### src/sv/srgbmip_pkg.sv
// ============================================================================
// srgbmip_pkg: shared types, constants and tables of the sRGB mip downsampler
// Holds the channel payload types, the work item carried from front to back,
// the back pipeline stage record and the two sRGB conversion tables. The
// tables are evaluated at elaboration from the sRGB transfer curve.
// ============================================================================
package srgbmip_pkg;

   // Linear-light resolution: 2^LIN_BITS - 1 stands for 1.0
   localparam int LIN_BITS      = 16;
   localparam int PAIR_BITS     = LIN_BITS + 1;
   localparam int SUM_BITS      = LIN_BITS + 2;
   localparam int HEIGHT_LIMIT  = 4096;
   localparam int ROW_BITS      = $clog2(HEIGHT_LIMIT);
   localparam int SIZE_BITS     = 13;
   localparam int CSR_IDX_BITS  = 2;
   localparam int SEARCH_STEPS  = 8;
   localparam int QUEUE_DEPTH   = 4;

   // Register map
   typedef enum logic [CSR_IDX_BITS-1:0] {
      CSR_SOURCE_WIDTH  = 2'd0,
      CSR_SOURCE_HEIGHT = 2'd1,
      CSR_SRGB_MODE     = 2'd2
   } csr_index_type;

   // Channel payloads
   typedef struct packed {
      logic [7:0] src_red;
      logic [7:0] src_green;
      logic [7:0] src_blue;
      logic [7:0] src_alpha;
   } req_type;

   typedef struct packed {
      logic [7:0] dst_red;
      logic [7:0] dst_green;
      logic [7:0] dst_blue;
      logic [7:0] dst_alpha;
      logic       last_pixel;
   } rsp_type;

   // One converted source pixel (color index 0 red, 1 green, 2 blue)
   typedef struct packed {
      logic [2:0][LIN_BITS-1:0] color;
      logic [7:0]               alpha;
   } pixel_type;

   // Sum of a horizontal pixel pair; also the line buffer entry
   typedef struct packed {
      logic [2:0][PAIR_BITS-1:0] color;
      logic [8:0]                alpha;
   } pair_type;

   typedef enum logic {
      OP_STORE = 1'b0,
      OP_EMIT  = 1'b1
   } op_kind_type;

   // Work item handed from the front to the back
   typedef struct packed {
      op_kind_type kind;
      logic        dup;
      logic        srgb;
      logic        last;
      pair_type    pair;
   } op_type;

   typedef struct packed {
      logic empty;
      logic full;
   } queue_status_type;

   // Back pipeline stage record
   typedef struct packed {
      logic                     valid;
      logic                     srgb;
      logic                     last;
      logic [7:0]               alpha;
      logic [2:0][7:0]          plain;
      logic [2:0][LIN_BITS-1:0] idx;
      logic [2:0][7:0]          code;
   } stage_type;

   typedef logic [255:0][LIN_BITS-1:0] lin_table_type;

   // Fixed-point constants of the transfer curve (denominator 510 throughout)
   localparam longint unsigned LIN_MAX      = (64'd1 << LIN_BITS) - 64'd1;
   localparam longint unsigned Q_ONE        = 64'd1 << 31;
   localparam longint unsigned DEC_OFS      = 64'd55 * 64'd510;
   localparam longint unsigned DEC_DEN      = 64'd1055 * 64'd510;
   localparam longint unsigned SEG_LIMIT    = 64'd4045 * 64'd510;
   localparam longint unsigned LIN_SEG_DEN  = 64'd1292 * 64'd510;
   localparam longint unsigned LIN_SEG_HALF = 64'd1292 * 64'd255;

   // Line buffer address width for a given maximum source width
   function automatic int line_addr_bits(input int max_width);
      int depth;
      depth = (max_width + 1) / 2;
      return (depth > 1) ? $clog2(depth) : 1;
   endfunction

   // Q1.31 product, truncated
   function automatic longint unsigned qmul(input longint unsigned a,
                                            input longint unsigned b);
      return (a * b) >> 31;
   endfunction

   // Largest Q1.31 value whose fifth power does not exceed s
   function automatic longint unsigned root5(input longint unsigned s);
      longint unsigned lo, hi, mid, p;
      lo = 64'd0;
      hi = Q_ONE;
      while (lo < hi) begin
         mid = (lo + hi + 64'd1) >> 1;
         p = qmul(qmul(qmul(qmul(mid, mid), mid), mid), mid);
         if (p <= s) lo = mid;
         else hi = mid - 64'd1;
      end
      return lo;
   endfunction

   // ((n/510 + 0.055) / 1.055)^2.4 in Q1.31
   function automatic longint unsigned decode_power(input longint unsigned n);
      longint unsigned t, s;
      t = ((64'd1000 * n + DEC_OFS) << 31) / DEC_DEN;
      s = qmul(t, t);
      return qmul(s, root5(s));
   endfunction

   function automatic logic on_segment(input longint unsigned n);
      return (n * 64'd100000) <= SEG_LIMIT;
   endfunction

   // sRGB code to linear value, rounded
   function automatic longint unsigned lin_entry(input int c);
      longint unsigned n;
      n = 64'(2 * c);
      if (on_segment(n)) return (LIN_MAX * 64'd100 * n + LIN_SEG_HALF) / LIN_SEG_DEN;
      else return (LIN_MAX * decode_power(n) + (Q_ONE >> 1)) >> 31;
   endfunction

   // Smallest linear value that maps to code k (midpoint between k-1 and k)
   function automatic longint unsigned threshold_entry(input int k);
      longint unsigned n;
      n = 64'(2 * k - 1);
      if (on_segment(n)) return (LIN_MAX * 64'd100 * n + LIN_SEG_DEN - 64'd1) / LIN_SEG_DEN;
      else return (LIN_MAX * decode_power(n) + Q_ONE - 64'd1) >> 31;
   endfunction

   function automatic lin_table_type build_lin_table();
      lin_table_type t;
      for (int c = 0; c < 256; c++) t[c] = LIN_BITS'(lin_entry(c));
      return t;
   endfunction

   function automatic lin_table_type build_threshold_table();
      lin_table_type t;
      t[0] = '0;
      for (int k = 1; k < 256; k++) t[k] = LIN_BITS'(threshold_entry(k));
      return t;
   endfunction

   localparam lin_table_type LIN_TABLE       = build_lin_table();
   localparam lin_table_type THRESHOLD_TABLE = build_threshold_table();

endpackage

### src/sv/srgbmip_queue.sv
// ============================================================================
// srgbmip_queue: work item queue between front and back
// A small FIFO of store and emit items with their line buffer address. Full
// and empty come from a registered count.
// ============================================================================
module srgbmip_queue #(
   parameter int MAX_WIDTH = 4096,
   localparam int ADDR_BITS = srgbmip_pkg::line_addr_bits(MAX_WIDTH)
) (
   input  logic                          clock,
   input  logic                          reset,
   input  logic                          push,
   input  srgbmip_pkg::op_type           push_op,
   input  logic [ADDR_BITS-1:0]          push_addr,
   input  logic                          pop,
   output srgbmip_pkg::op_type           head_op,
   output logic [ADDR_BITS-1:0]          head_addr,
   output srgbmip_pkg::queue_status_type q_status
);

   localparam int DEPTH      = srgbmip_pkg::QUEUE_DEPTH;
   localparam int PTR_BITS   = $clog2(DEPTH);
   localparam int COUNT_BITS = $clog2(DEPTH + 1);

   srgbmip_pkg::op_type   op_ff [DEPTH];
   logic [ADDR_BITS-1:0]  addr_ff [DEPTH];
   logic [PTR_BITS-1:0]   wr_ptr_ff, wr_ptr_in;
   logic [PTR_BITS-1:0]   rd_ptr_ff, rd_ptr_in;
   logic [COUNT_BITS-1:0] count_ff, count_in;

   assign head_op        = op_ff[rd_ptr_ff];
   assign head_addr      = addr_ff[rd_ptr_ff];
   assign q_status.empty = (count_ff == '0);
   assign q_status.full  = (count_ff == COUNT_BITS'(DEPTH));

   // Pointer and occupancy bookkeeping
   always_comb begin
      wr_ptr_in = push ? wr_ptr_ff + PTR_BITS'(1) : wr_ptr_ff;
      rd_ptr_in = pop ? rd_ptr_ff + PTR_BITS'(1) : rd_ptr_ff;
      count_in  = count_ff + COUNT_BITS'(push) - COUNT_BITS'(pop);
   end

   always_ff @(posedge clock) begin
      if (reset) begin
         wr_ptr_ff <= '0;
         rd_ptr_ff <= '0;
         count_ff  <= '0;
      end else begin
         wr_ptr_ff <= wr_ptr_in;
         rd_ptr_ff <= rd_ptr_in;
         count_ff  <= count_in;
      end
   end

   // Entry storage
   always_ff @(posedge clock) begin
      if (push) begin
         op_ff[wr_ptr_ff]   <= push_op;
         addr_ff[wr_ptr_ff] <= push_addr;
      end
   end

endmodule

### config.mk
export PLATFORM = sky130hd
export DESIGN_NAME = srgbmip_queue
export DESIGN_NICKNAME = d
export VERILOG_FILES = /design/src/sv/srgbmip_pkg.sv /design/src/sv/srgbmip_queue.sv
export SDC_FILE = /design/constraint.sdc
export NUM_CORES = 1
export LEC_CHECK = 0
export ABC_AREA = 1
export BUFFER_PORTS_ARGS = -buffer_cell sky130_fd_sc_hd__buf_2
export CAP_MARGIN = 20
export CORE_UTILIZATION = 54
export CTS_BUF_LIST = sky130_fd_sc_hd__clkbuf_4 sky130_fd_sc_hd__clkbuf_8
export CTS_CLUSTER_DIAMETER = 200
export DETAILED_ROUTE_END_ITERATION = 8
export PLACE_DENSITY = 0.81
export SYNTH_ARGS = -nofsm -noshare
export SYNTH_HDL_FRONTEND = slang
export SYNTH_SLANG_ARGS = --single-unit
export TNS_END_PERCENT = 20
### constraint.sdc
create_clock -name clock -period 2.5 [get_ports clock]
set_input_delay 0.125 -clock clock [delete_from_list [all_inputs] [get_ports clock]]
set_output_delay 0.125 -clock clock [all_outputs]
set_load 0.05 [all_outputs]
# Word level (Yosys, flattened, before mapping)
# Memories as Yosys holds them, arrays and structs flattened. A register that Yosys moved wholly into a read port is not among the register bits.
# Index checks and enable logic that the tools add are counted.
[op_classes] add_sub_neg=4 n_eq_ne=1 n_reduce_logical=1 muxes=6
[ops] operator="two-way mux 2 bit" count=4
[ops] operator="adder 2 x 1 -> 2 bit (second input constant)" count=2
[ops] operator="adder 3 x 1 -> 3 bit" count=1
[ops] operator="equality test 3 bit (second input constant)" count=1
[ops] operator="logical NOT 3 bit" count=1
[ops] operator="subtractor 3 x 1 -> 3 bit" count=1
[ops] operator="two-way mux 1 bit" count=2
[word_totals] mem_bits_rw=300 inputBits=79 reg_bits=7 out_inout_bits=77 n_memories=2
[memory_table] memory="op_ff" words=4 word_bits=64 rd=1 rd_ports_with_merged_regs=1 write_ports=1 line_no="srgbmip_queue.sv:25" text="srgbmip_pkg::op_type op_ff [DEPTH];"
[memory_table] memory="addr_ff" words=4 word_bits=11 rd=1 rd_ports_with_merged_regs=1 write_ports=1 line_no="srgbmip_queue.sv:26" text="logic [ADDR_BITS-1:0] addr_ff [DEPTH];"

# Longest topological paths before layout
[depth] word_depth=3 ltp_mapped=8 ltp_nobuf=8

# Least setup slack after synthesis
# No wires, ideal clock.
[synth_path] kind="flip-flop to flip-flop" startpoint="register wr_ptr_ff[0]" endpoint="memory addr_ff[2][0] in the netlist's numbering (enable)" stages_incl_launch_ff=5 path_buffers=0 slack_ps=29 setup_time_ps=429 t_arrival_ps=2043 path_cell_list="dfxtp_1 -> inv_1 -> ha_1 -> nand2_1 -> inv_1"
[synth_rtl] element="from (decl)" line_no="srgbmip_queue.sv:27" text="logic [PTR_BITS-1:0] wr_ptr_ff, wr_ptr_in;"
[synth_rtl] element="from (signal assigned)" line_no="srgbmip_queue.sv:49" text="wr_ptr_ff <= wr_ptr_in;"
[synth_rtl] element="to (decl)" line_no="srgbmip_queue.sv:26"
# Straight into the memory's write port.

==> impl_metrics.env <==
export IMPL_status="finished with violations"
export IMPL_violations="design-rule violations"
export IMPL_crit_type="register to output pin"
export IMPL_cts_buffers=48
export IMPL_first_pass_iters=9
export IMPL_fp_dieArea_um2=23200
export IMPL_cts_root_buf="clkbuf_8"
export IMPL_holdCritPathClass="primary input to register"
export IMPL_worst_r2r_setup_slack_ns=0.59
export IMPL_grt_max_degree=93
export IMPL_setup_viol=0
export IMPL_final_util=0.678
export IMPL_p_per_area_nw_per_um2=785
export IMPL_critical_path_endpoint_type="output pin"
export IMPL_globalplace_congestion=0.722
export IMPL_core_um2=22000
export IMPL_yosys_area_top_type="edfxtp_1"
export IMPL_fp_dieH_um=152
export IMPL_vdd_drop_max_v=0.000497
export IMPL_rr_startpoint="wr_ptr_ff[1]"
export IMPL_synth_cell_types=18
export IMPL_cts_setup_buffers=0
export IMPL_postRouteAntennaNets=0
export IMPL_min_period_over_period=0.903
export IMPL_max_freq_mhz=443
export IMPL_synth_seq_cells=309
export IMPL_clock_power_share=0.340
export IMPL_hpwlAfterDp_mm=13.2
export IMPL_yosys_warnings=0
export IMPL_num_vias=7653
export IMPL_ctsResizeCount=0
export IMPL_initial_utilization=0.555
export IMPL_post_place_ws_ns=0.589
export IMPL_crit_slowest_cell="dfxtp_4"
export IMPL_grt_pass1_wl_mm=37.3
export IMPL_path_depth=5
export IMPL_syn_nets=1017
export IMPL_cts_htree_levels=2
export IMPL_multiInputGateArea_um2=2080
export IMPL_fin_worst_skew_ns=0.0127
export IMPL_finalWorstSetupSlack_ns=0.241
export IMPL_tightest_slew_ns=0.631
export IMPL_swShare=0.275
export IMPL_p_int_uw=8500
export IMPL_cp_max_fo=42
export IMPL_arrival_ns=2.13
export IMPL_cts_tree="yes"
export IMPL_tns_ns=0
export IMPL_r2r_end="op_ff[1][23]"
export IMPL_crit_buf_inv=2
export IMPL_max_slew_margin=0.579
export IMPL_start_kind="register"
export IMPL_slowest_delay_ns=0.59
export IMPL_avgSynthCellArea_um2=13.1
export IMPL_fp_dieW_um=152
export IMPL_rows=54
export IMPL_cts_buffer_depth=3
export IMPL_mostFrequentLayoutCells="edfxtp_1 (300), inv_1 (162), nand2_1 (158)"
export IMPL_hold_viol=0
export IMPL_dp_cells=1331
export IMPL_synth_area_top_cells="edfxtp_1 (74%), inv_1 (5.1%), nand2_1 (4.9%)"
export IMPL_n_antenna_cell=0
export IMPL_instances_no_fill=1498
export IMPL_fillers=1501
export IMPL_crit_family="buffers and inverters"
export IMPL_antenna_found_initial=0
export IMPL_io_pins=156
export IMPL_cts_hold_buffers=78
export IMPL_syn_to_final_growth_pct=22.1
export IMPL_cts_clk_slew_worst_paths_ns=0.06
export IMPL_post_drt_wl_per_cell_um=16.0
export IMPL_drc=8
export IMPL_power_switching_uw=3220
export IMPL_worstPathCellList="buf_4 > a21oi_1 > o21ai_1 > nand2_1 > buf_2"
export IMPL_grt_setup_unrepaired="no"
export IMPL_overflow=0
export IMPL_cp_endpoint="head_op[57]"
export IMPL_layout_commonest_cell="edfxtp_1"
export IMPL_p_leak_uw=0.00591
export IMPL_power_frac_comb=0.148
export IMPL_routed_wl_mm=24.0
export IMPL_fin_nets=1265
export IMPL_r2r_cells=5
export IMPL_yosys_area_top_type_share=0.737
export IMPL_via_per_inst=5.11
export IMPL_drv_cap=0
export IMPL_cts_sinks=309
export IMPL_layout_min_cycle_time_ns=2.26
export IMPL_drive_gt1_frac=0.206
export IMPL_maxSlewViolCount=0
export IMPL_grtUsageTotal=0.205
export IMPL_insertion_delay_ns=0.54
export IMPL_first_global_vias=7670
export IMPL_ff_latch_area_um2=9200
export IMPL_required_ns=2.38
export IMPL_synthCells=931
export IMPL_port_buffers=155
export IMPL_drtIter0Drc=534
export IMPL_pwr_share_seq=0.512
export IMPL_ys_seq_area_frac=0.752
export IMPL_netlist_area_um2=12200
==> power groups by stage <==
stage          Clock, µW  Combinational [µW]  Sequential, µW
2_1_floorplan          0                1210            6090
3_3_place_gp           0                1600            6100
3_5_place_dp           0                1630            6110
4_1_cts             4050                1730            6000
5_1_grt             4260                1850            6020
6_report            3990                1730            6000
==> per-stage QoR <==
step	hold WS, ns	power (µW)	cell area, µm²
final	0.326	11700	14900
after global routing	0.301	12100	14900
after CTS	0.273	11800	14900
after detailed placement	0.314	7730	13200
after global placement	0.316	7690	13200
after floorplan	0.196	7290	12200
==> worst min-delay path by stage <==
stage	slack, ns	startpoint	endpoint	depth (start not counted)
floorplan	0.20	reset	count_ff[0]	1
global placement	0.32	reset	count_ff[0]	2
detailed placement	0.31	reset	count_ff[1]	2
CTS	0.27	reset	count_ff[1]	3
global route	0.30	reset	count_ff[1]	3
finish	0.33	reset	count_ff[1]	3
==> worst register-to-register path: cells and delay by family, from the launching register on <==
kind,cells,cell delay [ns]
buffers and inverters,3,1.01
flip-flops,1,0.37
adder cells (fa/ha/maj),1,0.18
AND/OR/NAND/NOR,1,0.09
==> logic make-up after synthesis <==
| group | Yosys count | synth area share |
|---|---|---|
| AO/OA/AOI/OAI | 235 | 0.112 |
| adder cells (fa/ha/maj) | 7 | 0.00778 |
| buffers and inverters | 216 | 0.0786 |
| flip-flops | 309 | 0.752 |
| AND/OR/NAND/NOR | 164 | 0.0506 |
==> sequential cells by signal, indices dropped and copies added, names as in the netlist, named ones only <==
signal	count
addr_ff	44
op_ff	256
wr_ptr_ff	2
count_ff	3
rd_ptr_ff	2
==> cell usage after synthesis <==
library cell,n
edfxtp_1,300
inv_1,166
nand2_1,158
a21oi_1,81
o211ai_1,75
o21ai_0,49
o21ai_1,30
buf_2,27
buf_4,11
buf_6,9
dfxtp_1,9
ha_1,6
nor2_1,4
clkbuf_4,2
clkbuf_1,1
fa_1,1
nand3_1,1
nor3_1,1
==> final cells by class <==
class                      instances  share of cell area
sequential                       309               0.616
clock buffer                      62              0.0513
timing repair buffer             248               0.118
inverter                         166              0.0421
tap                              280              0.0235
clock inverter                    27              0.0101
multi-input combinational        406               0.139
==> layer usage <==
layer,share of wire,up-vias,global-route usage
li1,-,3742,-
met2,0.52,226,0.372
met3,0.056,40,0.0432
met4,0.020,0,0.0678
met5,0,-,0
met1,0.40,3645,0.242
Power figures use the tool's default switching activity.
