## config.mk

```make
export PLATFORM = sky130hd
export DESIGN_NAME = srgbmip_front
export DESIGN_NICKNAME = d
export VERILOG_FILES = /design/src/sv/srgbmip_pkg.sv /design/src/sv/srgbmip_front.sv
export SDC_FILE = /design/constraint.sdc
export NUM_CORES = 1
export LEC_CHECK = 0
export BUFFER_PORTS_ARGS = -buffer_cell sky130_fd_sc_hd__buf_2
export CAP_MARGIN = 0
export CELL_PAD_IN_SITES_DETAIL_PLACEMENT = 1
export CELL_PAD_IN_SITES_GLOBAL_PLACEMENT = 1
export CORE_MARGIN = 5
export CORE_UTILIZATION = 45
export CTS_CLUSTER_SIZE = 25
export DETAILED_ROUTE_END_ITERATION = 8
export PLACE_DENSITY = 0.82
export SKIP_LAST_GASP = 1
export SYNTH_ARGS = -nofsm -noshare
export SYNTH_HDL_FRONTEND = slang
export SYNTH_SLANG_ARGS = --single-unit
```

## constraint.sdc

```tcl
create_clock -name clock -period 14.89 [get_ports clock]
set_input_delay 1.489 -clock clock [delete_from_list [all_inputs] [get_ports clock]]
set_output_delay 1.489 -clock clock [all_outputs]
set_load 0.05 [all_outputs]
```

## src/sv/srgbmip_pkg.sv

```systemverilog
// ============================================================================
// srgbmip_pkg: shared types, constants and tables of the sRGB mip downsampler
// Holds the channel payload types, the work item carried from front to back,
// the back pipeline stage record and the two sRGB conversion tables. The
// tables are evaluated at elaboration from the sRGB transfer curve.
// ============================================================================
package srgbmip_pkg;

   // Linear-light resolution: 2^LIN_BITS - 1 stands for 1.0
   localparam int LIN_BITS      = 16;
   localparam int PAIR_BITS     = LIN_BITS + 1;
   localparam int SUM_BITS      = LIN_BITS + 2;
   localparam int HEIGHT_LIMIT  = 4096;
   localparam int ROW_BITS      = $clog2(HEIGHT_LIMIT);
   localparam int SIZE_BITS     = 13;
   localparam int CSR_IDX_BITS  = 2;
   localparam int SEARCH_STEPS  = 8;
   localparam int QUEUE_DEPTH   = 4;

   // Register map
   typedef enum logic [CSR_IDX_BITS-1:0] {
      CSR_SOURCE_WIDTH  = 2'd0,
      CSR_SOURCE_HEIGHT = 2'd1,
      CSR_SRGB_MODE     = 2'd2
   } csr_index_type;

   // Channel payloads
   typedef struct packed {
      logic [7:0] src_red;
      logic [7:0] src_green;
      logic [7:0] src_blue;
      logic [7:0] src_alpha;
   } req_type;

   typedef struct packed {
      logic [7:0] dst_red;
      logic [7:0] dst_green;
      logic [7:0] dst_blue;
      logic [7:0] dst_alpha;
      logic       last_pixel;
   } rsp_type;

   // One converted source pixel (color index 0 red, 1 green, 2 blue)
   typedef struct packed {
      logic [2:0][LIN_BITS-1:0] color;
      logic [7:0]               alpha;
   } pixel_type;

   // Sum of a horizontal pixel pair; also the line buffer entry
   typedef struct packed {
      logic [2:0][PAIR_BITS-1:0] color;
      logic [8:0]                alpha;
   } pair_type;

   typedef enum logic {
      OP_STORE = 1'b0,
      OP_EMIT  = 1'b1
   } op_kind_type;

   // Work item handed from the front to the back
   typedef struct packed {
      op_kind_type kind;
      logic        dup;
      logic        srgb;
      logic        last;
      pair_type    pair;
   } op_type;

   typedef struct packed {
      logic empty;
      logic full;
   } queue_status_type;

   // Back pipeline stage record
   typedef struct packed {
      logic                     valid;
      logic                     srgb;
      logic                     last;
      logic [7:0]               alpha;
      logic [2:0][7:0]          plain;
      logic [2:0][LIN_BITS-1:0] idx;
      logic [2:0][7:0]          code;
   } stage_type;

   typedef logic [255:0][LIN_BITS-1:0] lin_table_type;

   // Fixed-point constants of the transfer curve (denominator 510 throughout)
   localparam longint unsigned LIN_MAX      = (64'd1 << LIN_BITS) - 64'd1;
   localparam longint unsigned Q_ONE        = 64'd1 << 31;
   localparam longint unsigned DEC_OFS      = 64'd55 * 64'd510;
   localparam longint unsigned DEC_DEN      = 64'd1055 * 64'd510;
   localparam longint unsigned SEG_LIMIT    = 64'd4045 * 64'd510;
   localparam longint unsigned LIN_SEG_DEN  = 64'd1292 * 64'd510;
   localparam longint unsigned LIN_SEG_HALF = 64'd1292 * 64'd255;

   // Line buffer address width for a given maximum source width
   function automatic int line_addr_bits(input int max_width);
      int depth;
      depth = (max_width + 1) / 2;
      return (depth > 1) ? $clog2(depth) : 1;
   endfunction

   // Q1.31 product, truncated
   function automatic longint unsigned qmul(input longint unsigned a,
                                            input longint unsigned b);
      return (a * b) >> 31;
   endfunction

   // Largest Q1.31 value whose fifth power does not exceed s
   function automatic longint unsigned root5(input longint unsigned s);
      longint unsigned lo, hi, mid, p;
      lo = 64'd0;
      hi = Q_ONE;
      while (lo < hi) begin
         mid = (lo + hi + 64'd1) >> 1;
         p = qmul(qmul(qmul(qmul(mid, mid), mid), mid), mid);
         if (p <= s) lo = mid;
         else hi = mid - 64'd1;
      end
      return lo;
   endfunction

   // ((n/510 + 0.055) / 1.055)^2.4 in Q1.31
   function automatic longint unsigned decode_power(input longint unsigned n);
      longint unsigned t, s;
      t = ((64'd1000 * n + DEC_OFS) << 31) / DEC_DEN;
      s = qmul(t, t);
      return qmul(s, root5(s));
   endfunction

   function automatic logic on_segment(input longint unsigned n);
      return (n * 64'd100000) <= SEG_LIMIT;
   endfunction

   // sRGB code to linear value, rounded
   function automatic longint unsigned lin_entry(input int c);
      longint unsigned n;
      n = 64'(2 * c);
      if (on_segment(n)) return (LIN_MAX * 64'd100 * n + LIN_SEG_HALF) / LIN_SEG_DEN;
      else return (LIN_MAX * decode_power(n) + (Q_ONE >> 1)) >> 31;
   endfunction

   // Smallest linear value that maps to code k (midpoint between k-1 and k)
   function automatic longint unsigned threshold_entry(input int k);
      longint unsigned n;
      n = 64'(2 * k - 1);
      if (on_segment(n)) return (LIN_MAX * 64'd100 * n + LIN_SEG_DEN - 64'd1) / LIN_SEG_DEN;
      else return (LIN_MAX * decode_power(n) + Q_ONE - 64'd1) >> 31;
   endfunction

   function automatic lin_table_type build_lin_table();
      lin_table_type t;
      for (int c = 0; c < 256; c++) t[c] = LIN_BITS'(lin_entry(c));
      return t;
   endfunction

   function automatic lin_table_type build_threshold_table();
      lin_table_type t;
      t[0] = '0;
      for (int k = 1; k < 256; k++) t[k] = LIN_BITS'(threshold_entry(k));
      return t;
   endfunction

   localparam lin_table_type LIN_TABLE       = build_lin_table();
   localparam lin_table_type THRESHOLD_TABLE = build_threshold_table();

endpackage

```

## src/sv/srgbmip_front.sv

```systemverilog
// ============================================================================
// srgbmip_front: pixel intake, position tracking and pair forming
// Holds the size and mode registers, walks the source raster, converts each
// pixel to linear light, forms horizontal pair sums and issues store or emit
// work items to the queue. Pixels that add nothing are consumed here.
// ============================================================================
module srgbmip_front #(
   parameter int MAX_WIDTH = 4096,
   localparam int ADDR_BITS = srgbmip_pkg::line_addr_bits(MAX_WIDTH)
) (
   input  logic                               clock,
   input  logic                               reset,
   input  logic                               req_valid,
   output logic                               req_stall,
   input  srgbmip_pkg::req_type               req_pixel,
   input  logic                               csr_valid,
   output logic                               csr_ready,
   input  logic [srgbmip_pkg::CSR_IDX_BITS-1:0] csr_index,
   input  logic [srgbmip_pkg::SIZE_BITS-1:0]  csr_data,
   input  srgbmip_pkg::queue_status_type      q_status,
   output logic                               push,
   output srgbmip_pkg::op_type                push_op,
   output logic [ADDR_BITS-1:0]               push_addr
);

   localparam int WIDTH_BITS = $clog2(MAX_WIDTH + 1);
   localparam int COL_BITS   = $clog2(MAX_WIDTH);
   localparam int SIZE_BITS  = srgbmip_pkg::SIZE_BITS;
   localparam int ROW_BITS   = srgbmip_pkg::ROW_BITS;
   localparam int LIN_BITS   = srgbmip_pkg::LIN_BITS;
   localparam int PAIR_BITS  = srgbmip_pkg::PAIR_BITS;
   localparam int CMP_BITS   = (WIDTH_BITS > SIZE_BITS) ? WIDTH_BITS : SIZE_BITS;

   logic [WIDTH_BITS-1:0]  width_ff, width_in;
   logic [SIZE_BITS-1:0]   height_ff, height_in;
   logic                   srgb_ff, srgb_in;
   logic [COL_BITS-1:0]    col_ff, col_in;
   logic [ROW_BITS-1:0]    row_ff, row_in;
   srgbmip_pkg::pixel_type hold_ff, hold_in;

   logic                   accept, csr_write, restart;
   logic                   one_wide, one_tall, col_last, row_last;
   logic                   have_pair, emit, store;
   logic [CMP_BITS-1:0]    csr_wide;
   logic [ADDR_BITS-1:0]   last_x;
   logic [ROW_BITS-1:0]    last_y;
   logic [2:0][7:0]        src;
   srgbmip_pkg::pixel_type pix;
   srgbmip_pkg::pair_type  pair;

   assign csr_ready = 1'b1;
   assign csr_write = csr_valid && csr_ready;
   assign restart   = csr_write && (csr_index == srgbmip_pkg::CSR_SOURCE_WIDTH  ||
                                    csr_index == srgbmip_pkg::CSR_SOURCE_HEIGHT ||
                                    csr_index == srgbmip_pkg::CSR_SRGB_MODE);
   assign req_stall = q_status.full;
   assign accept    = req_valid && !req_stall;

   // Register writes, sizes clamped to the supported range
   always_comb begin
      width_in  = width_ff;
      height_in = height_ff;
      srgb_in   = srgb_ff;
      csr_wide  = CMP_BITS'(csr_data);
      if (csr_write) begin
         case (csr_index)
            srgbmip_pkg::CSR_SOURCE_WIDTH: begin
               if (csr_wide == '0) width_in = WIDTH_BITS'(1);
               else if (csr_wide > CMP_BITS'(MAX_WIDTH)) width_in = WIDTH_BITS'(MAX_WIDTH);
               else width_in = WIDTH_BITS'(csr_wide);
            end
            srgbmip_pkg::CSR_SOURCE_HEIGHT: begin
               if (csr_data == '0) height_in = SIZE_BITS'(1);
               else if (csr_data > SIZE_BITS'(srgbmip_pkg::HEIGHT_LIMIT))
                  height_in = SIZE_BITS'(srgbmip_pkg::HEIGHT_LIMIT);
               else height_in = csr_data;
            end
            srgbmip_pkg::CSR_SRGB_MODE: srgb_in = csr_data[0];
            default: ;
         endcase
      end
   end

   // Raster position and destination corner
   assign one_wide = (width_ff == WIDTH_BITS'(1));
   assign one_tall = (height_ff == SIZE_BITS'(1));
   assign col_last = (WIDTH_BITS'(col_ff) == width_ff - WIDTH_BITS'(1));
   assign row_last = (SIZE_BITS'(row_ff) == height_ff - SIZE_BITS'(1));
   assign last_x   = (width_ff < WIDTH_BITS'(2)) ? '0 :
                     ADDR_BITS'((width_ff >> 1) - WIDTH_BITS'(1));
   assign last_y   = (height_ff < SIZE_BITS'(2)) ? '0 :
                     ROW_BITS'((height_ff >> 1) - SIZE_BITS'(1));

   // Linearize and form the horizontal pair
   assign src = {req_pixel.src_blue, req_pixel.src_green, req_pixel.src_red};

   always_comb begin
      for (int i = 0; i < 3; i++) begin
         pix.color[i] = srgb_ff ? srgbmip_pkg::LIN_TABLE[src[i]] : LIN_BITS'(src[i]);
         if (one_wide) pair.color[i] = {pix.color[i], 1'b0};
         else pair.color[i] = PAIR_BITS'(hold_ff.color[i]) + PAIR_BITS'(pix.color[i]);
      end
      pix.alpha = req_pixel.src_alpha;
      if (one_wide) pair.alpha = {pix.alpha, 1'b0};
      else pair.alpha = 9'(hold_ff.alpha) + 9'(pix.alpha);
   end

   // Classify: upper row stores the pair, lower row (or single row) emits
   assign have_pair = one_wide || col_ff[0];
   assign emit      = have_pair && (one_tall || row_ff[0]);
   assign store     = have_pair && !one_tall && !row_ff[0] && !row_last;

   assign push      = accept && (emit || store);
   assign push_addr = ADDR_BITS'(col_ff >> 1);

   always_comb begin
      push_op.kind = emit ? srgbmip_pkg::OP_EMIT : srgbmip_pkg::OP_STORE;
      push_op.dup  = one_tall;
      push_op.srgb = srgb_ff;
      push_op.last = (push_addr == last_x) && ((row_ff >> 1) == last_y);
      push_op.pair = pair;
   end

   // Counter and left pixel update
   always_comb begin
      col_in  = col_ff;
      row_in  = row_ff;
      hold_in = hold_ff;
      if (restart) begin
         col_in  = '0;
         row_in  = '0;
         hold_in = '0;
      end else if (accept) begin
         if (!col_ff[0] && !col_last) hold_in = pix;
         if (col_last) begin
            col_in = '0;
            row_in = row_last ? '0 : row_ff + ROW_BITS'(1);
         end else begin
            col_in = col_ff + COL_BITS'(1);
         end
      end
   end

   always_ff @(posedge clock) begin
      if (reset) begin
         width_ff  <= WIDTH_BITS'(1);
         height_ff <= SIZE_BITS'(1);
         srgb_ff   <= 1'b1;
         col_ff    <= '0;
         row_ff    <= '0;
      end else begin
         width_ff  <= width_in;
         height_ff <= height_in;
         srgb_ff   <= srgb_in;
         col_ff    <= col_in;
         row_ff    <= row_in;
      end
      hold_ff <= hold_in;
   end

endmodule

```

After elaboration in Yosys (flattened, before gate mapping)
Memory sizes are Yosys's and may differ from the RTL's.
Cells that the tools add are included.
{"block": "totals", "ff_bits": 107, "rom_bits": 12288, "inputBits": 53, "out_inout_bits": 78, "word_cells": 81, "memories": 3}
{"block": "classes", "add_sub_neg": 10, "magnitude_cmp": 6, "eq_ne": 8, "muxes": 17, "n_reduce_logical": 28}
{"name": "(no name shown)", "depth": 256, "width": 16, "read_ports": 1, "rd_ports_with_merged_regs": 0, "write_ports": 0, "line": "srgbmip_front.sv:99", "source": "pix.color[i] = srgb_ff ? srgbmip_pkg::LIN_TABLE[src[i]] : LIN_BITS'(src[i]);"}
{"name": "(no name shown)", "depth": 256, "width": 16, "read_ports": 1, "rd_ports_with_merged_regs": 0, "write_ports": 0, "line": "srgbmip_front.sv:99"}
{"name": "(no name shown)", "depth": 256, "width": 16, "read_ports": 1, "rd_ports_with_merged_regs": 0, "write_ports": 0, "line": "srgbmip_front.sv:99"}
{"cell": "two-way mux 16 bit", "count": 6}
{"cell": "adder 16 x 16 -> 17 bit", "count": 3}
{"cell": "two-way mux 17 bit", "count": 3}
{"cell": "two-way mux 12 bit", "count": 3}
{"cell": "less-than comparator 8 x 9 -> 1 bit, second input constant", "count": 3}
{"cell": "equality test 12 x 13 -> 1 bit", "count": 2}
{"cell": "equality test 13 x 1 -> 1 bit, second input constant", "count": 2}
{"cell": "less-than comparator 13 x 2 -> 1 bit, second input constant", "count": 2}
{"cell": "two-way mux 13 bit", "count": 2}
{"cell": "subtractor 13 x 1 -> 13 bit, second input constant", "count": 2}
{"cell": "adder 12 x 1 -> 12 bit, second input constant", "count": 2}
{"cell": "> comparator 13 bit, second input constant", "count": 1}
{"cell": "logical NOT 13 bit", "count": 1}
{"cell": "equality test 11 x 12 -> 1 bit", "count": 1}
{"cell": "subtractor 12 x 1 -> 12 bit, second input constant", "count": 1}
{"cell": "equality test 11 bit", "count": 1}
{"cell": "two-way mux 11 bit", "count": 1}
{"cell": "subtractor 11 x 1 -> 11 bit, second input constant", "count": 1}
{"cell": "AND reduction 2 bit", "count": 5}
{"cell": "adder 8 x 8 -> 9 bit", "count": 1}
{"cell": "logical AND 1 bit", "count": 9}
{"cell": "two-way mux 9 bit", "count": 1}
{"cell": "logical NOT 1 bit", "count": 6}
{"cell": "logical OR 1 bit", "count": 5}
{"cell": "other kinds (5)", "count": 5}

Depth between registers and ports, before layout
{"block": "depth", "ltp_word": 7, "depth_mapped": 22, "mapped_depth_nobuf": 18}

Worst setup path before layout
OpenSTA, ideal clock, no wires.
{"block": "synth_timing", "path_type": "input port to output port", "start": "input port req_pixel[16] in the netlist's numbering", "end": "output port push_op[41] in the netlist's numbering", "arrival_time_ns": 7.281, "t_required_ns": 13.401, "slack_ns": 6.120, "stages": 22, "n_path_buf": 5, "cell_sequence": "clkbuf_1 -> clkbuf_1 -> clkbuf_1 -> inv_1 -> ha_1 -> clkbuf_1 -> clkbuf_1 -> nand2b_1 -> a31oi_1 -> nor3_1 -> a311oi_1 -> nor3_1 -> a221oi_1 -> inv_1 -> ha_1 -> a211o_1 -> a2111oi_0 -> o211ai_1 -> and2_1 -> a311o_1 -> and3_1 -> o31ai_1"}
{"element": "from (decl)", "line": "srgbmip_front.sv:15", "source": "input srgbmip_pkg::req_type req_pixel,"}
{"element": "to (decl)", "line": "srgbmip_front.sv:22", "source": "output srgbmip_pkg::op_type push_op,"}

==> reports/results.txt <==
Status = finished clean
Hold depth = 2
WL final = 115000 microns
Vias in the first global route = 28500
IO Count = 131
Design Area, Final = 23700 sq um
Clock-pin slew on the worst setup and hold paths = 80 ps
Register area = 2140 sq um
Pwr Total = 1.82 mW
Core box area = 50400 sq um
Cells after synthesis = 3434
Total Nets Final = 3417
Avg Cell Area, Syn = 6.69 sq um
Area of the multi-input gates = 18900 sq um
Via/cell ratio = 7.42
Static Leakage = 8.82 nW
Share of cells above drive strength 1 = 10.7%
Layout area overhead = 2.92%
Max-cap violations = 0
TritonCTS clock tree = done
Worst stage delay on the critical path = 1040 ps
Worst Tran Pin Value = 1320 ps
Unrepaired setup endpoints after global routing = false
Die Width = 236 microns
Root buffer cell = clkbuf_16
PostCTS Resize Cnt = 0
TNS Setup = 0 ps
Post-synth EDFFs = 0
Synthesis Warnings = 0
First-pass DRT Iterations = 6
Synthesized area = 23000 sq um
Critical Path RT = 13400 ps
Initial antenna violation count = 1
Die ar. = 55700 sq um
Startpoint type of the worst setup path = primary input
RePlAce Congestion = 1.02
Worst-path maximum fanout = 28
Post-synth top cells = 304 x a21oi_1, 282 x nor2_1, 259 x nand2_1, 256 x clkbuf_1, 247 x o21ai_0
IO buf count = 128
#FFs+latches synth = 107
Post-route minimum period = 10280 ps
Post-CTS Setup Bufs = 0
Synthesized Nets = 3609
Worst Skew = 11.0 ps
R2r endpoint = row_ff[4]
Reg2reg start = width_ff[2]
Fillers = 6629
Number of DRC markers in iteration 0 = 3790
Largest net degree at the start of global routing = 99
Initial Utilization = 45.6%
Max Root-Sink Buffers = 2
Slack of the worst reg-to-reg path = 11100 ps
DP HPWL = 78400 microns
Die height = 236 microns
Fmax = 97.3 MHz
Worst hold endpoint = hold_ff[22]
Top sig layer = met4
Top cell type by total area after synthesis = dfxtp_1
Worst hold path type = reg2reg
Placed inst area = 23300 sq um
H-tree levels = 3
Power Dens Cells = 76.8 nW/um^2
Top-count cell post-synth = a21oi_1
Area contributors post-synth = dfxtp_1 9.3%, a21oi_1 6.6%, ha_1 6.4%, o21ai_0 5.4%, nor2_1 4.6%
Seq/Total Area, Yosys = 9.32%
Setup violations, final = 0
FFs w/ async S/R, synth = 0%
DRC = 0
Slowest CP cell = a221oi_1
Worst IR Drop VDD = 0.0564 mV
Pins Over Slew Limit = 0
Yosys cell types = 96
Fin crit share = 69.0%
CTS Buf Count = 9
DR WL/cell = 29.3 microns
CTS Sinks = 107
First-pass GRT wire length = 174000 microns
Type of the worst setup path = in2out
Post-Route Utilization = 47.0%
Post-synth top flop = dfxtp_1
Slew margin rel. = 11.7%
Critical path arrival = 8790 ps
Wire length on met3 = 11600 microns
HP Start = hold_ff[22]
Met2 wire len = 50300 microns
Rows = 82
Final ANT Viol Nets = 0
Crit-path cells = buf_2, inv_1, ha_1, buf_4, and2_1, or3_1, o311ai_0, a311oi_1, a211oi_1, a221oi_1, ha_1, a211oi_1, o21ai_0, a31oi_1, o21ai_0, a211o_1, a21o_1, a31oi_1, buf_2
Crit. End Element = output port
CTS Hold Bufs = 0
Clock latency on the worst-skew pair = 360 ps
R2R cell count = 9
Grt ovf = 0
Final Hold Fails = 0
Total via count in the routed design = 29100
Diode count = 0
Yosys top cell area share = 9.32%
GRT Util Overall = 38.3%
Met1 WL = 45700 microns
## worst max-delay path by stage
stage / end / from / depth (start not counted) / slack (ps)
3_5_place_dp: push_op[24] / req_pixel[25] / 19 / 5070
4_1_cts: push_op[24] / req_pixel[25] / 19 / 5020
2_1_floorplan: push_op[41] / req_pixel[16] / 22 / 6120
3_3_place_gp: push_op[24] / req_pixel[25] / 19 / 5170
6_report: push_op[24] / req_pixel[25] / 19 / 4610
5_1_grt: push_op[24] / req_pixel[25] / 19 / 4650
## power breakdown
part	leakage, nW	total (mW)	switching [mW]	internal, mW
sequential	0.872	0.323	0.0164	0.306
combinational	7.80	1.24	0.872	0.363
clock	0.155	0.260	0.116	0.144
total	8.82	1.82	1.00	0.813
## worst max-delay path, delay by kind of cell
kind            cells  cell delay, ps
simple gates        2             520
buf+inv             4            1780
compound gates     11            3660
fa+ha+maj           2            1300
## cells by family after synthesis
kind of cell	count (synthesis)	share of synthesized area, %
AOI/OAI and AO/OA	1293	38.2
xor gates and xnor gates	103	3.92
other	1	0.0163
buffers and inverters	489	8.77
muxes	80	5.79
DFF	107	9.32
adders and majority gates	122	6.77
and+or+nand+nor	1239	27.2
## through the flow
stage / setup slack [ps] / hold slack (ps) / std cells
2_1_floorplan: 6120 / 455 / 3434
3_3_place_gp: 5170 / 464 / 3903
3_5_place_dp: 5070 / 478 / 3903
4_1_cts: 5020 / 490 / 3919
5_1_grt: 4650 / 510 / 3919
6_report: 4610 / 486 / 3919
## layer usage
| layer | up-vias | GRT usage, % |
|---|---|---|
| li1 | 12500 | - |
| met1 | 14200 | 50.4 |
| met2 | 1860 | 59.9 |
| met3 | 433 | 7.55 |
| met4 | 0 | 19.0 |
| met5 | - | 0 |
## registers in the layout, indices dropped and copies added (netlist names)
name,cells
col_ff,12
height_ff,13
hold_ff,56
row_ff,12
srgb_ff,1
width_ff,13
## cells in the final DEF, fill, tap and decap left out, drive strengths merged, types with 15 or more instances in the layout
cell	count
o2111ai	17
a211oi	86
mux2i	25
o311a	20
o21ai	248
a211o	20
xor2	45
o311ai	48
nor4	21
nand4	24
nor2	282
xnor2	58
or3	28
nor3b	21
o31ai	63
ha	118
nand2b	92
nand3	116
a21oi	305
o32ai	15
o22ai	25
and3	34
a21o	37
o21a	18
buf	197
or2	32
and2	47
a31oi	66
a221oi	19
mux4	41
o211ai	63
nor3	128
o221ai	35
nand2	259
dfxtp	107
nor2b	105
a311oi	52
inv	87
## cell type report
cell class | instances | area share (%)
sequential | 107 | 9.06
multi-input combinational | 2838 | 79.7
inverter | 89 | 1.41
tap | 672 | 3.55
clock buffer | 12 | 1.13
timing repair buffer | 197 | 4.96
clock inverter | 4 | 0.201
Note: power is estimated with default switching activity, not from simulation.
